[config.mk]
export PLATFORM = sky130hd
export DESIGN_NAME = port_knock_gate_core
export DESIGN_NICKNAME = d
export VERILOG_FILES = /design/src/rtl/pkgate_pkg.sv /design/src/rtl/port_knock_gate_core.sv /design/src/rtl/pkgate_fifo.sv /design/src/rtl/pkgate_front.sv /design/src/rtl/pkgate_back.sv
export SDC_FILE = /design/constraint.sdc
export NUM_CORES = 1
export LEC_CHECK = 0
export ABC_AREA = 1
export CAP_MARGIN = 20
export CORE_MARGIN = 3
export CORE_UTILIZATION = 35
export CTS_CLUSTER_DIAMETER = 50
export CTS_CLUSTER_SIZE = 14
export DETAILED_ROUTE_END_ITERATION = 7
export DONT_BUFFER_PORTS = 1
export SYNTH_ARGS = -nofsm -noshare
export SYNTH_HDL_FRONTEND = slang
export SYNTH_HIERARCHICAL = 1
export SYNTH_SLANG_ARGS = --single-unit
export TNS_END_PERCENT = 100
[constraint.sdc]
create_clock -name clk -period 5.6 [get_ports clk]
set_clock_uncertainty 0.2 [all_clocks]
set_input_delay 0 -clock clk [delete_from_list [all_inputs] [get_ports clk]]
set_output_delay 0 -clock clk [all_outputs]
set_load 0.01 [all_outputs]
[src/rtl/pkgate_pkg.sv]
package pkgate_pkg;

	localparam int unsigned WORK_DEPTH_DEF = 2;
	localparam int unsigned OUT_DEPTH_DEF  = 2;

	localparam int unsigned PORT_W = 16;
	localparam int unsigned ADDR_W = 32;
	localparam int unsigned TICK_W = 32;
	localparam int unsigned REG_IDX_W = 3;

	// register indexes
	localparam logic [REG_IDX_W-1:0] REG_FIRST   = 3'd0;
	localparam logic [REG_IDX_W-1:0] REG_SECOND  = 3'd1;
	localparam logic [REG_IDX_W-1:0] REG_THIRD   = 3'd2;
	localparam logic [REG_IDX_W-1:0] REG_GUARD   = 3'd3;
	localparam logic [REG_IDX_W-1:0] REG_TIMEOUT = 3'd4;
	localparam logic [REG_IDX_W-1:0] REG_EXEMPT  = 3'd5;

	localparam logic [PORT_W-1:0] FIRST_RST   = 16'd2345;
	localparam logic [PORT_W-1:0] SECOND_RST  = 16'd3456;
	localparam logic [PORT_W-1:0] THIRD_RST   = 16'd1233;
	localparam logic [PORT_W-1:0] GUARD_RST   = 16'd1234;
	localparam logic [PORT_W-1:0] TIMEOUT_RST = 16'(5 * 250);
	localparam logic [PORT_W-1:0] EXEMPT_RST  = 16'd22;

	// knock stages
	localparam logic [1:0] STG_IDLE = 2'd0;
	localparam logic [1:0] STG_ONE  = 2'd1;
	localparam logic [1:0] STG_TWO  = 2'd2;
	localparam logic [1:0] STG_OPEN = 2'd3;

	typedef enum logic [2:0] {
		CLS_FIRST,
		CLS_SECOND,
		CLS_THIRD,
		CLS_GUARD,
		CLS_EXEMPT,
		CLS_OTHER,
		CLS_NONTCP
	} cls_t;

	typedef struct packed {
		logic              is_tcp;
		logic [ADDR_W-1:0] source_address;
		logic [PORT_W-1:0] dest_port;
		logic              fin_flag;
		logic [TICK_W-1:0] now_ticks;
	} in_t;

	typedef struct packed {
		logic       drop;
		logic [1:0] stage_after;
	} out_t;

	typedef struct packed {
		cls_t              cls;
		logic [ADDR_W-1:0] source_address;
		logic              fin_flag;
		logic [TICK_W-1:0] now_ticks;
	} work_t;

	typedef struct packed {
		logic [PORT_W-1:0] first_knock_port;
		logic [PORT_W-1:0] second_knock_port;
		logic [PORT_W-1:0] third_knock_port;
		logic [PORT_W-1:0] guarded_port;
		logic [PORT_W-1:0] open_timeout;
		logic [PORT_W-1:0] exempt_port;
	} cfg_t;

endpackage

[src/rtl/port_knock_gate_core.sv]
// Port-knocking gate. Each request is one packet summary; each result tells
// whether to drop it and the knock stage afterwards (3 = guarded port open).
// Throughput is one packet per clock while the result queue has room: the knock
// state in the back end is read and written back in the same cycle. A packet is
// classified by destination port as it is accepted into the classify queue; the
// back end judges it at the queue head and queues its result for output.
// Both the classify queue and the result queue let either side stall without
// stopping the other. Configuration registers reset to first/second/third
// knock 2345/3456/1233, guarded 1234, timeout 1250 ticks, exempt 22; write
// them only while no packet is in flight. Indexes past 5 are ignored.
module port_knock_gate_core import pkgate_pkg::*; #(
	parameter int unsigned WORK_DEPTH = WORK_DEPTH_DEF,
	parameter int unsigned OUT_DEPTH  = OUT_DEPTH_DEF
) (
	input  logic                 clk,
	input  logic                 arst_n,
	input  logic                 push,
	output logic                 full,
	input  in_t                  in_item,
	output logic                 empty,
	input  logic                 pop,
	output out_t                 out_item,
	input  logic                 cfg_we,
	input  logic [REG_IDX_W-1:0] cfg_index,
	input  logic [PORT_W-1:0]    cfg_data
);

	cfg_t  cfg_q;
	work_t work_in;
	work_t work_out;
	logic  work_empty;
	logic  work_pop;
	logic  out_full;
	logic  out_push;
	out_t  result;

	always_ff @(posedge clk or negedge arst_n) begin
		if (!arst_n) begin
			cfg_q.first_knock_port  <= FIRST_RST;
			cfg_q.second_knock_port <= SECOND_RST;
			cfg_q.third_knock_port  <= THIRD_RST;
			cfg_q.guarded_port      <= GUARD_RST;
			cfg_q.open_timeout      <= TIMEOUT_RST;
			cfg_q.exempt_port       <= EXEMPT_RST;
		end else if (cfg_we) begin
			case (cfg_index)
				REG_FIRST:   cfg_q.first_knock_port  <= cfg_data;
				REG_SECOND:  cfg_q.second_knock_port <= cfg_data;
				REG_THIRD:   cfg_q.third_knock_port  <= cfg_data;
				REG_GUARD:   cfg_q.guarded_port      <= cfg_data;
				REG_TIMEOUT: cfg_q.open_timeout      <= cfg_data;
				REG_EXEMPT:  cfg_q.exempt_port       <= cfg_data;
				default: begin
				end
			endcase
		end
	end

	pkgate_front u_front (
		.cfg     (cfg_q),
		.in_item (in_item),
		.work    (work_in)
	);

	pkgate_fifo #(
		.WIDTH ($bits(work_t)),
		.DEPTH (WORK_DEPTH)
	) u_work_q (
		.clk    (clk),
		.arst_n (arst_n),
		.push   (push),
		.full   (full),
		.wdata  (work_in),
		.pop    (work_pop),
		.empty  (work_empty),
		.rdata  (work_out)
	);

	pkgate_back u_back (
		.clk        (clk),
		.arst_n     (arst_n),
		.cfg        (cfg_q),
		.work_empty (work_empty),
		.work       (work_out),
		.work_pop   (work_pop),
		.out_full   (out_full),
		.out_push   (out_push),
		.result     (result)
	);

	pkgate_fifo #(
		.WIDTH ($bits(out_t)),
		.DEPTH (OUT_DEPTH)
	) u_out_q (
		.clk    (clk),
		.arst_n (arst_n),
		.push   (out_push),
		.full   (out_full),
		.wdata  (result),
		.pop    (pop),
		.empty  (empty),
		.rdata  (out_item)
	);

endmodule

[src/rtl/pkgate_fifo.sv]
module pkgate_fifo #(
	parameter int unsigned WIDTH = 8,
	parameter int unsigned DEPTH = 2
) (
	input  logic             clk,
	input  logic             arst_n,
	input  logic             push,
	output logic             full,
	input  logic [WIDTH-1:0] wdata,
	input  logic             pop,
	output logic             empty,
	output logic [WIDTH-1:0] rdata
);

	localparam int unsigned PW = (DEPTH > 1) ? $clog2(DEPTH) : 1;
	localparam int unsigned CW = $clog2(DEPTH + 1);

	logic [WIDTH-1:0] mem_q [DEPTH];
	logic [PW-1:0]    wr_ptr_q;
	logic [PW-1:0]    rd_ptr_q;
	logic [CW-1:0]    count_q;
	logic             do_push;
	logic             do_pop;

	assign full    = (count_q == CW'(DEPTH));
	assign empty   = (count_q == '0);
	assign do_push = push && !full;
	assign do_pop  = pop && !empty;
	assign rdata   = mem_q[rd_ptr_q];

	always_ff @(posedge clk) begin
		if (do_push) begin
			mem_q[wr_ptr_q] <= wdata;
		end
	end

	always_ff @(posedge clk or negedge arst_n) begin
		if (!arst_n) begin
			wr_ptr_q <= '0;
			rd_ptr_q <= '0;
			count_q  <= '0;
		end else begin
			if (do_push) begin
				wr_ptr_q <= (wr_ptr_q == PW'(DEPTH - 1)) ? '0 : wr_ptr_q + PW'(1);
			end
			if (do_pop) begin
				rd_ptr_q <= (rd_ptr_q == PW'(DEPTH - 1)) ? '0 : rd_ptr_q + PW'(1);
			end
			if (do_push && !do_pop) begin
				count_q <= count_q + CW'(1);
			end else if (do_pop && !do_push) begin
				count_q <= count_q - CW'(1);
			end
		end
	end

endmodule

[src/rtl/pkgate_front.sv]
module pkgate_front import pkgate_pkg::*; (
	input  cfg_t  cfg,
	input  in_t   in_item,
	output work_t work
);

	// port match order: first, second, third, guarded, then exempt or other
	always_comb begin
		work.source_address = in_item.source_address;
		work.fin_flag       = in_item.fin_flag;
		work.now_ticks      = in_item.now_ticks;
		if (!in_item.is_tcp) begin
			work.cls = CLS_NONTCP;
		end else if (in_item.dest_port == cfg.first_knock_port) begin
			work.cls = CLS_FIRST;
		end else if (in_item.dest_port == cfg.second_knock_port) begin
			work.cls = CLS_SECOND;
		end else if (in_item.dest_port == cfg.third_knock_port) begin
			work.cls = CLS_THIRD;
		end else if (in_item.dest_port == cfg.guarded_port) begin
			work.cls = CLS_GUARD;
		end else if (in_item.dest_port == cfg.exempt_port) begin
			work.cls = CLS_EXEMPT;
		end else begin
			work.cls = CLS_OTHER;
		end
	end

endmodule

[src/rtl/pkgate_back.sv]
module pkgate_back import pkgate_pkg::*; (
	input  logic  clk,
	input  logic  arst_n,
	input  cfg_t  cfg,
	input  logic  work_empty,
	input  work_t work,
	output logic  work_pop,
	input  logic  out_full,
	output logic  out_push,
	output out_t  result
);

	logic [1:0]        stage_q;
	logic [ADDR_W-1:0] knocker_q;
	logic [TICK_W-1:0] last_q;
	logic              closing_q;

	logic [1:0]        stage_n;
	logic [ADDR_W-1:0] knocker_n;
	logic [TICK_W-1:0] last_n;
	logic              closing_n;
	logic              drop;
	logic              mine;
	logic [TICK_W-1:0] diff;
	logic              expired;
	logic              take;

	assign take     = !work_empty && !out_full;
	assign work_pop = take;
	assign out_push = take;

	assign mine = (work.source_address == knocker_q);
	// wrap-aware: timed out when now lies past last + timeout
	assign diff    = last_q + TICK_W'(cfg.open_timeout) - work.now_ticks;
	assign expired = diff[TICK_W-1];

	always_comb begin
		stage_n   = stage_q;
		knocker_n = knocker_q;
		last_n    = last_q;
		closing_n = closing_q;
		drop      = 1'b0;
		case (work.cls)
			CLS_FIRST: begin
				knocker_n = work.source_address;
				stage_n   = STG_ONE;
			end
			CLS_SECOND: begin
				if (mine) begin
					stage_n = (stage_q == STG_ONE) ? STG_TWO : STG_IDLE;
				end
			end
			CLS_THIRD: begin
				if (mine) begin
					if (stage_q == STG_TWO) begin
						stage_n   = STG_OPEN;
						closing_n = 1'b0;
						last_n    = work.now_ticks;
					end else begin
						stage_n = STG_IDLE;
					end
				end
			end
			CLS_GUARD: begin
				drop = 1'b1;
				if (mine) begin
					if (closing_q) begin
						stage_n = STG_IDLE;
						drop    = 1'b0;
					end else if (stage_q == STG_OPEN) begin
						if (expired) begin
							stage_n = STG_IDLE;
						end else begin
							drop   = 1'b0;
							last_n = work.now_ticks;
							if (work.fin_flag) begin
								closing_n = 1'b1;
							end
						end
					end else begin
						stage_n = STG_IDLE;
					end
				end
			end
			CLS_OTHER: begin
				if (mine) begin
					stage_n = STG_IDLE;
				end
			end
			default: begin
			end
		endcase
		if (stage_n != STG_OPEN) begin
			closing_n = 1'b0;
		end
	end

	assign result.drop        = drop;
	assign result.stage_after = stage_n;

	always_ff @(posedge clk or negedge arst_n) begin
		if (!arst_n) begin
			stage_q   <= STG_IDLE;
			knocker_q <= '0;
			last_q    <= '0;
			closing_q <= 1'b0;
		end else if (take) begin
			stage_q   <= stage_n;
			knocker_q <= knocker_n;
			last_q    <= last_n;
			closing_q <= closing_n;
		end
	end

	a_close_only_open: assert property (@(posedge clk) disable iff (!arst_n)
		closing_q |-> (stage_q == STG_OPEN))
		else $error("close pending outside open stage");

	a_first_knock: assert property (@(posedge clk) disable iff (!arst_n)
		(take && work.cls == CLS_FIRST) |=> (stage_q == STG_ONE))
		else $error("first knock did not enter stage one");

	a_result_stage: assert property (@(posedge clk) disable iff (!arst_n)
		take |=> (stage_q == $past(result.stage_after)))
		else $error("reported stage differs from stored stage");

	a_nontcp_keeps: assert property (@(posedge clk) disable iff (!arst_n)
		(take && work.cls == CLS_NONTCP) |=> ($stable(stage_q) && $stable(knocker_q)
			&& $stable(last_q)))
		else $error("non-TCP request changed knock state");

endmodule

# Word-level counts from Yosys, hierarchy flattened
# Memory sizes are Yosys's and may differ from the RTL's.
# Cells that the tools add are included.
[classes] addsub=10 n_eq_ne=30 muxes=49 reduce_logical=34
[ops] operator="two-way mux 32 bit" n=6
[ops] operator="== test 16 bit" n=5
[ops] operator="case mux 32 bit (2 select lines)" n=1
[ops] operator="adder 32 x 16 -> 32 bit" n=1
[ops] operator="== test 32 bit" n=1
[ops] operator="subtractor 32 bit" n=1
[ops] operator="two-way mux 2 bit" n=13
[ops] operator="two-way mux 1 bit" n=22
[ops] operator="two-way mux 3 bit" n=5
[ops] operator="AND reduction 2 bit" n=7
[ops] operator="== test 3 x 2 -> 1 bit, second input constant" n=4
[ops] operator="case mux 2 bit (5 select lines)" n=1
[ops] operator="== test 3 bit, second input constant" n=3
[ops] operator="logical AND 1 bit" n=9
[ops] operator="!= test 3 x 1 -> 1 bit, second input constant" n=3
[ops] operator="== test 2 bit, second input constant" n=4
[ops] operator="logical NOT 1 bit" n=8
[ops] operator="!= test 2 x 1 -> 1 bit, second input constant" n=4
[ops] operator="AND reduction 8 bit" n=1
[ops] operator="== test 3 x 1 -> 1 bit, second input constant" n=2
[ops] operator="logical NOT 3 bit" n=2
[ops] operator="!= test 2 bit, second input constant" n=3
[ops] operator="nonzero test 2 bit" n=3
[ops] operator="AND reduction 5 bit" n=1
[ops] operator="7 further kinds" n=13
[totals] regBits=171 ram_bits=142 input_bits=106 output_inout_bits=5 elab_cells=141 memories=2
[mem_list] memory="u_work_q.mem_q" depth=2 word_bits=68 read_ports=1 rd_clocked_by_memory_dff=0 write_ports=1 line="pkgate_fifo.sv:18" text="logic [WIDTH-1:0] mem_q [DEPTH];"
[mem_list] memory="u_out_q.mem_q" depth=2 word_bits=3 read_ports=1 rd_clocked_by_memory_dff=0 write_ports=1 line="pkgate_fifo.sv:18"

# Depth between registers and ports, before layout
[logic_depth] ltp_word=10 ltp_mapped=29 depth_no_buf=27

# By module
# Netlist, hierarchy kept.
[by_module_without_submodules] mod="pkgate_fifo at u_work_q" instances=1 cells_each=387 area_per_inst_um2=5180.0 seq_area_each_um2=4184.0
[by_module_without_submodules] mod="pkgate_back" instances=1 cells_each=534 area_per_inst_um2=4635.7 seq_area_each_um2=1676.6
[by_module_without_submodules] mod="port_knock_gate_core" instances=1 cells_each=425 area_per_inst_um2=3808.7 seq_area_each_um2=2436.1
[by_module_without_submodules] mod="pkgate_front" instances=1 cells_each=298 area_per_inst_um2=1745.4 seq_area_each_um2=0.0
[by_module_without_submodules] mod="pkgate_fifo at u_out_q" instances=1 cells_each=47 area_per_inst_um2=447.9 seq_area_each_um2=280.3

# Least setup slack after synthesis
# OpenSTA, ideal clock, no wires.
[synth_path] kind="reg-to-reg" from="reg u_work_q.count_q[1]" to="mem u_work_q/mem_q[1][0] in the netlist's numbering, enable pin" setup_ns=0.494 arrival_time_ns=3.409 t_required_ns=4.906 setup_slack_ns=1.497 path_stages_with_launch=4 path_buffers=0 synth_period_minus_slack_ns=4.103 path_cell_list="dfrtp_1 inv_1 o21ai_0 nor2_1"
[synth_between] elab_chain_cells=5
[synth_rtl] element="from (decl)" line="pkgate_fifo.sv:21" text="logic [CW-1:0] count_q;"
[synth_rtl] element="from (signal assigned)" line="pkgate_fifo.sv:50" text="count_q <= count_q + CW'(1);"
[synth_rtl] element="from (signal assigned)" line="pkgate_fifo.sv:52" text="count_q <= count_q - CW'(1);"
[synth_rtl] element="== test 2 bit" line="pkgate_fifo.sv:25" text="assign full = (count_q == CW'(DEPTH));"
[synth_rtl] element="logical NOT 1 bit" line="pkgate_fifo.sv:27" text="assign do_push = push && !full;"
[synth_rtl] element="logical AND 1 bit" line="pkgate_fifo.sv:27"
[synth_rtl] element="two-way mux 1 bit" line="pkgate_fifo.sv:32" text="if (do_push) begin"
[synth_rtl] element="two-way mux 1 bit (not written as such)" line="pkgate_fifo.sv:33" text="mem_q[wr_ptr_q] <= wdata;"
[synth_rtl] element="to (decl)" line="pkgate_fifo.sv:18"
# No other way between the ends.

==> flow_summary.json <==
{
  "status": "finished with violations",
  "violations": "negative hold slack",
  "final.setup.tns_ps": 0,
  "worst_pin_slew_ps": 941,
  "max_slew_margin_pct": 37.1,
  "io_buffer_count": 0,
  "critPathSlowestCell": "dlygate4sd3_1",
  "yosysSeqAreaShare_pct": 54.2,
  "synth_area_um2": 15800,
  "cts_buffers": 36,
  "dieArea_um2": 47800,
  "synth_cells": 1691,
  "synth-seq-cells": 313,
  "drc": 0,
  "cp-start-kind": "flip-flop",
  "hold_slack_ps": -32.5,
  "syn_to_final_growth_pct": 19.2,
  "slew_viol_final": 0,
  "slowest_delay_ps": 580,
  "hold_violations": 8,
  "routedWlPerCell_um": 14.3,
  "synth_cell_type_count": 42,
  "worstPathRequired_ps": 5640,
  "cts_tree": "yes",
  "vias": 10900,
  "setup_viol": 0,
  "drive_above_1_share_pct": 7.95,
  "powerDensity_nw_per_um2": 426,
  "syn_avg_cell_area_um2": 9.35,
  "core_um2": 44400,
  "crit_fanout": 3,
  "synth_nets": 1860,
  "firstDrtPassIters": 5,
  "insertion_delay_ps": 530,
  "synth.top_cells.by_area": "edfxtp_1 27%, dfrtp_1 23%, nand2_1 16%",
  "yosys.area.top_type": "edfxtp_1",
  "cts_hold_buf": 188,
  "grt_pass1_vias": 10900,
  "drt_wl_total_mm": 34.6,
  "path_cells": "or2_0 -> a21oi_1 -> nand3_1 -> dlygate4sd3_1 -> nor2_1 -> dlygate4sd3_1 -> nand2_1 -> dlygate4sd3_1 -> nand2_1 -> dlygate4sd3_1 -> o21ai_1 -> dlygate4sd3_1",
  "gp_congestion": 0.823,
  "grt_pass1_wl_mm": 56.8,
  "period_share_pct": 80.0,
  "die_h_um": 219,
  "viasPerCell": 4.51,
  "cts_root_buffer": "clkbuf_16",
  "yosys_warnings": 6,
  "max_freq_ghz": 0.223,
  "pin_count": 111,
  "leakage_nw": 8.71,
  "path_common_cell": "dlygate4sd3_1",
  "final_common_cell": "nand2_1",
  "clkSinkCount": 313,
  "row_count": 77,
  "cts-resized-gates": 0,
  "cap_violations": 0,
  "drt_iter0_drc": 554,
  "num-fill-cells": 4206,
  "die_x_um": 219,
  "post_cts_buffers": 0,
  "fin_nets": 1967,
  "crit_type": "flip-flop to flip-flop",
  "grt_overflow": 0,
  "dpl.hpwl_mm": 22.1,
  "antenna_found_initial": 0,
  "ys_async_sr_fraction_pct": 54.6,
  "end_kind": "flip-flop",
  "htreeDepth": 2,
  "grt_usage_pct": 14.8,
  "rsz0062_at_grt": "false",
  "initial_core_util_pct": 35.6,
  "grt_max_degree": 172,
  "clkTransAtPathRegs_ps": 60,
  "cts_buffer_depth": 3,
  "period_minus_slack_ps": 4480,
  "ir_drop_mv": 0.302,
  "layout_common_cells": "658 x nand2_1, 187 x dlygate4sd3_1, 146 x inv_1",
  "synth-edff-count": 142,
  "synthFlopType": "dfrtp_1",
  "cp_top_family": "buffers and inverters",
  "crit_buf_inv": 5,
  "netlist.area_leader.share_pct": 27.0,
  "hp-class": "input pin to asynchronous set/reset pin",
  "ant_nets": 0,
  "cp.arrival_ps": 4520
}
[layer usage]
| layer | track usage [%] | part of all wire, % |
|---|---|---|
| met1 | 19.1 | 45 |
| met2 | 25.3 | 48 |
| met3 | 2.63 | 4.6 |
| met4 | 4.26 | 2.1 |
| met5 | 0 | 0 |
[Yosys cell counts (8+ instances only)]
library cell	n
inv_1	147
xnor2_1	62
edfxtp_1	142
nor2_1	72
nand4_1	17
o21ai_0	28
o21ai_1	15
nand3_1	85
mux2_2	24
dfrtp_1	144
xor2_1	21
a21oi_1	13
dfstp_2	27
fa_1	15
clkbuf_1	11
buf_4	78
buf_2	29
nor2_2	8
ha_1	48
nand2_1	658
[logic make-up (layout without fill, tap and decap cells)]
group | after synthesis | after routing | share of synthesized area [%]
compound gates | 61 | 61 | 2.02
xor+xnor | 83 | 83 | 4.60
fa+ha+maj | 63 | 63 | 5.70
buf+inv | 277 | 411 | 9.02
flops | 313 | 313 | 54.2
mux | 29 | 29 | 2.15
other cells | 0 | 1 | 0
simple gates | 865 | 865 | 22.3
[power breakdown]
group / internal [W] / switching (W) / leakage, nW / total (W)
Sequential: 0.00301 / 0.000258 / 3.45 / 0.00327
Clock: 0.00140 / 0.000957 / 0.582 / 0.00236
Combinational: 0.000907 / 0.00150 / 4.68 / 0.00241
[layout make-up]
cell class | instances | area, µm² | share of cell area [%]
diodes | 1 | 2.50 | 0.0133
multi-input cells | 1101 | 5820 | 30.9
inverters | 152 | 573 | 3.04
clock inverters | 19 | 251 | 1.33
repair buffers | 194 | 1940 | 10.3
flip-flops and latches | 313 | 8580 | 45.5
clock buffers | 46 | 942 | 5.00
well taps | 592 | 741 | 3.93
[metrics by stage]
step,total power [W],util [%],area (µm²),worst slack (ps),std cells
finish,0.00804,42.5,18900,1120,2418
global route,0.00866,42.4,18900,965,2417
CTS,0.00815,42.4,18900,1190,2417
detailed placement,0.00559,35.5,15800,1390,2164
global placement,0.00549,35.5,15800,1450,2164
floorplan,0.00514,-,15800,1500,1691
[state kept, by name, summed over array words and instances (netlist names)]
name               cells
u_back/knocker_q      32
u_out_q/wr_ptr_q       1
u_out_q/mem_q          6
u_back/closing_q       1
u_work_q/mem_q       136
u_back/stage_q         2
u_work_q/rd_ptr_q      1
cfg_q                 96
u_work_q/count_q       2
u_out_q/count_q        2
u_out_q/rd_ptr_q       1
u_work_q/wr_ptr_q      1
u_back/last_q         32
[final timing paths]
check / depth (start not counted) / slack, ps / startpoint / endpoint
setup / recovery: 12 / 1120 / cfg_q[61] / u_work_q/mem_q[1][67]
hold / removal: 2 / -30 / arst_n / cfg_q[0]
setup reg to reg: 12 / 1120 / cfg_q[61] / u_work_q/mem_q[1][67]
hold reg to reg: 2 / 260 / cfg_q[26] / cfg_q[26]
max in group asynchronous: 2 / 4500 / arst_n / u_back/knocker_q[10]
min in group clk: 3 / 50 / pop / u_out_q/rd_ptr_q
No activity file was read; power rests on OpenSTA's default activity.
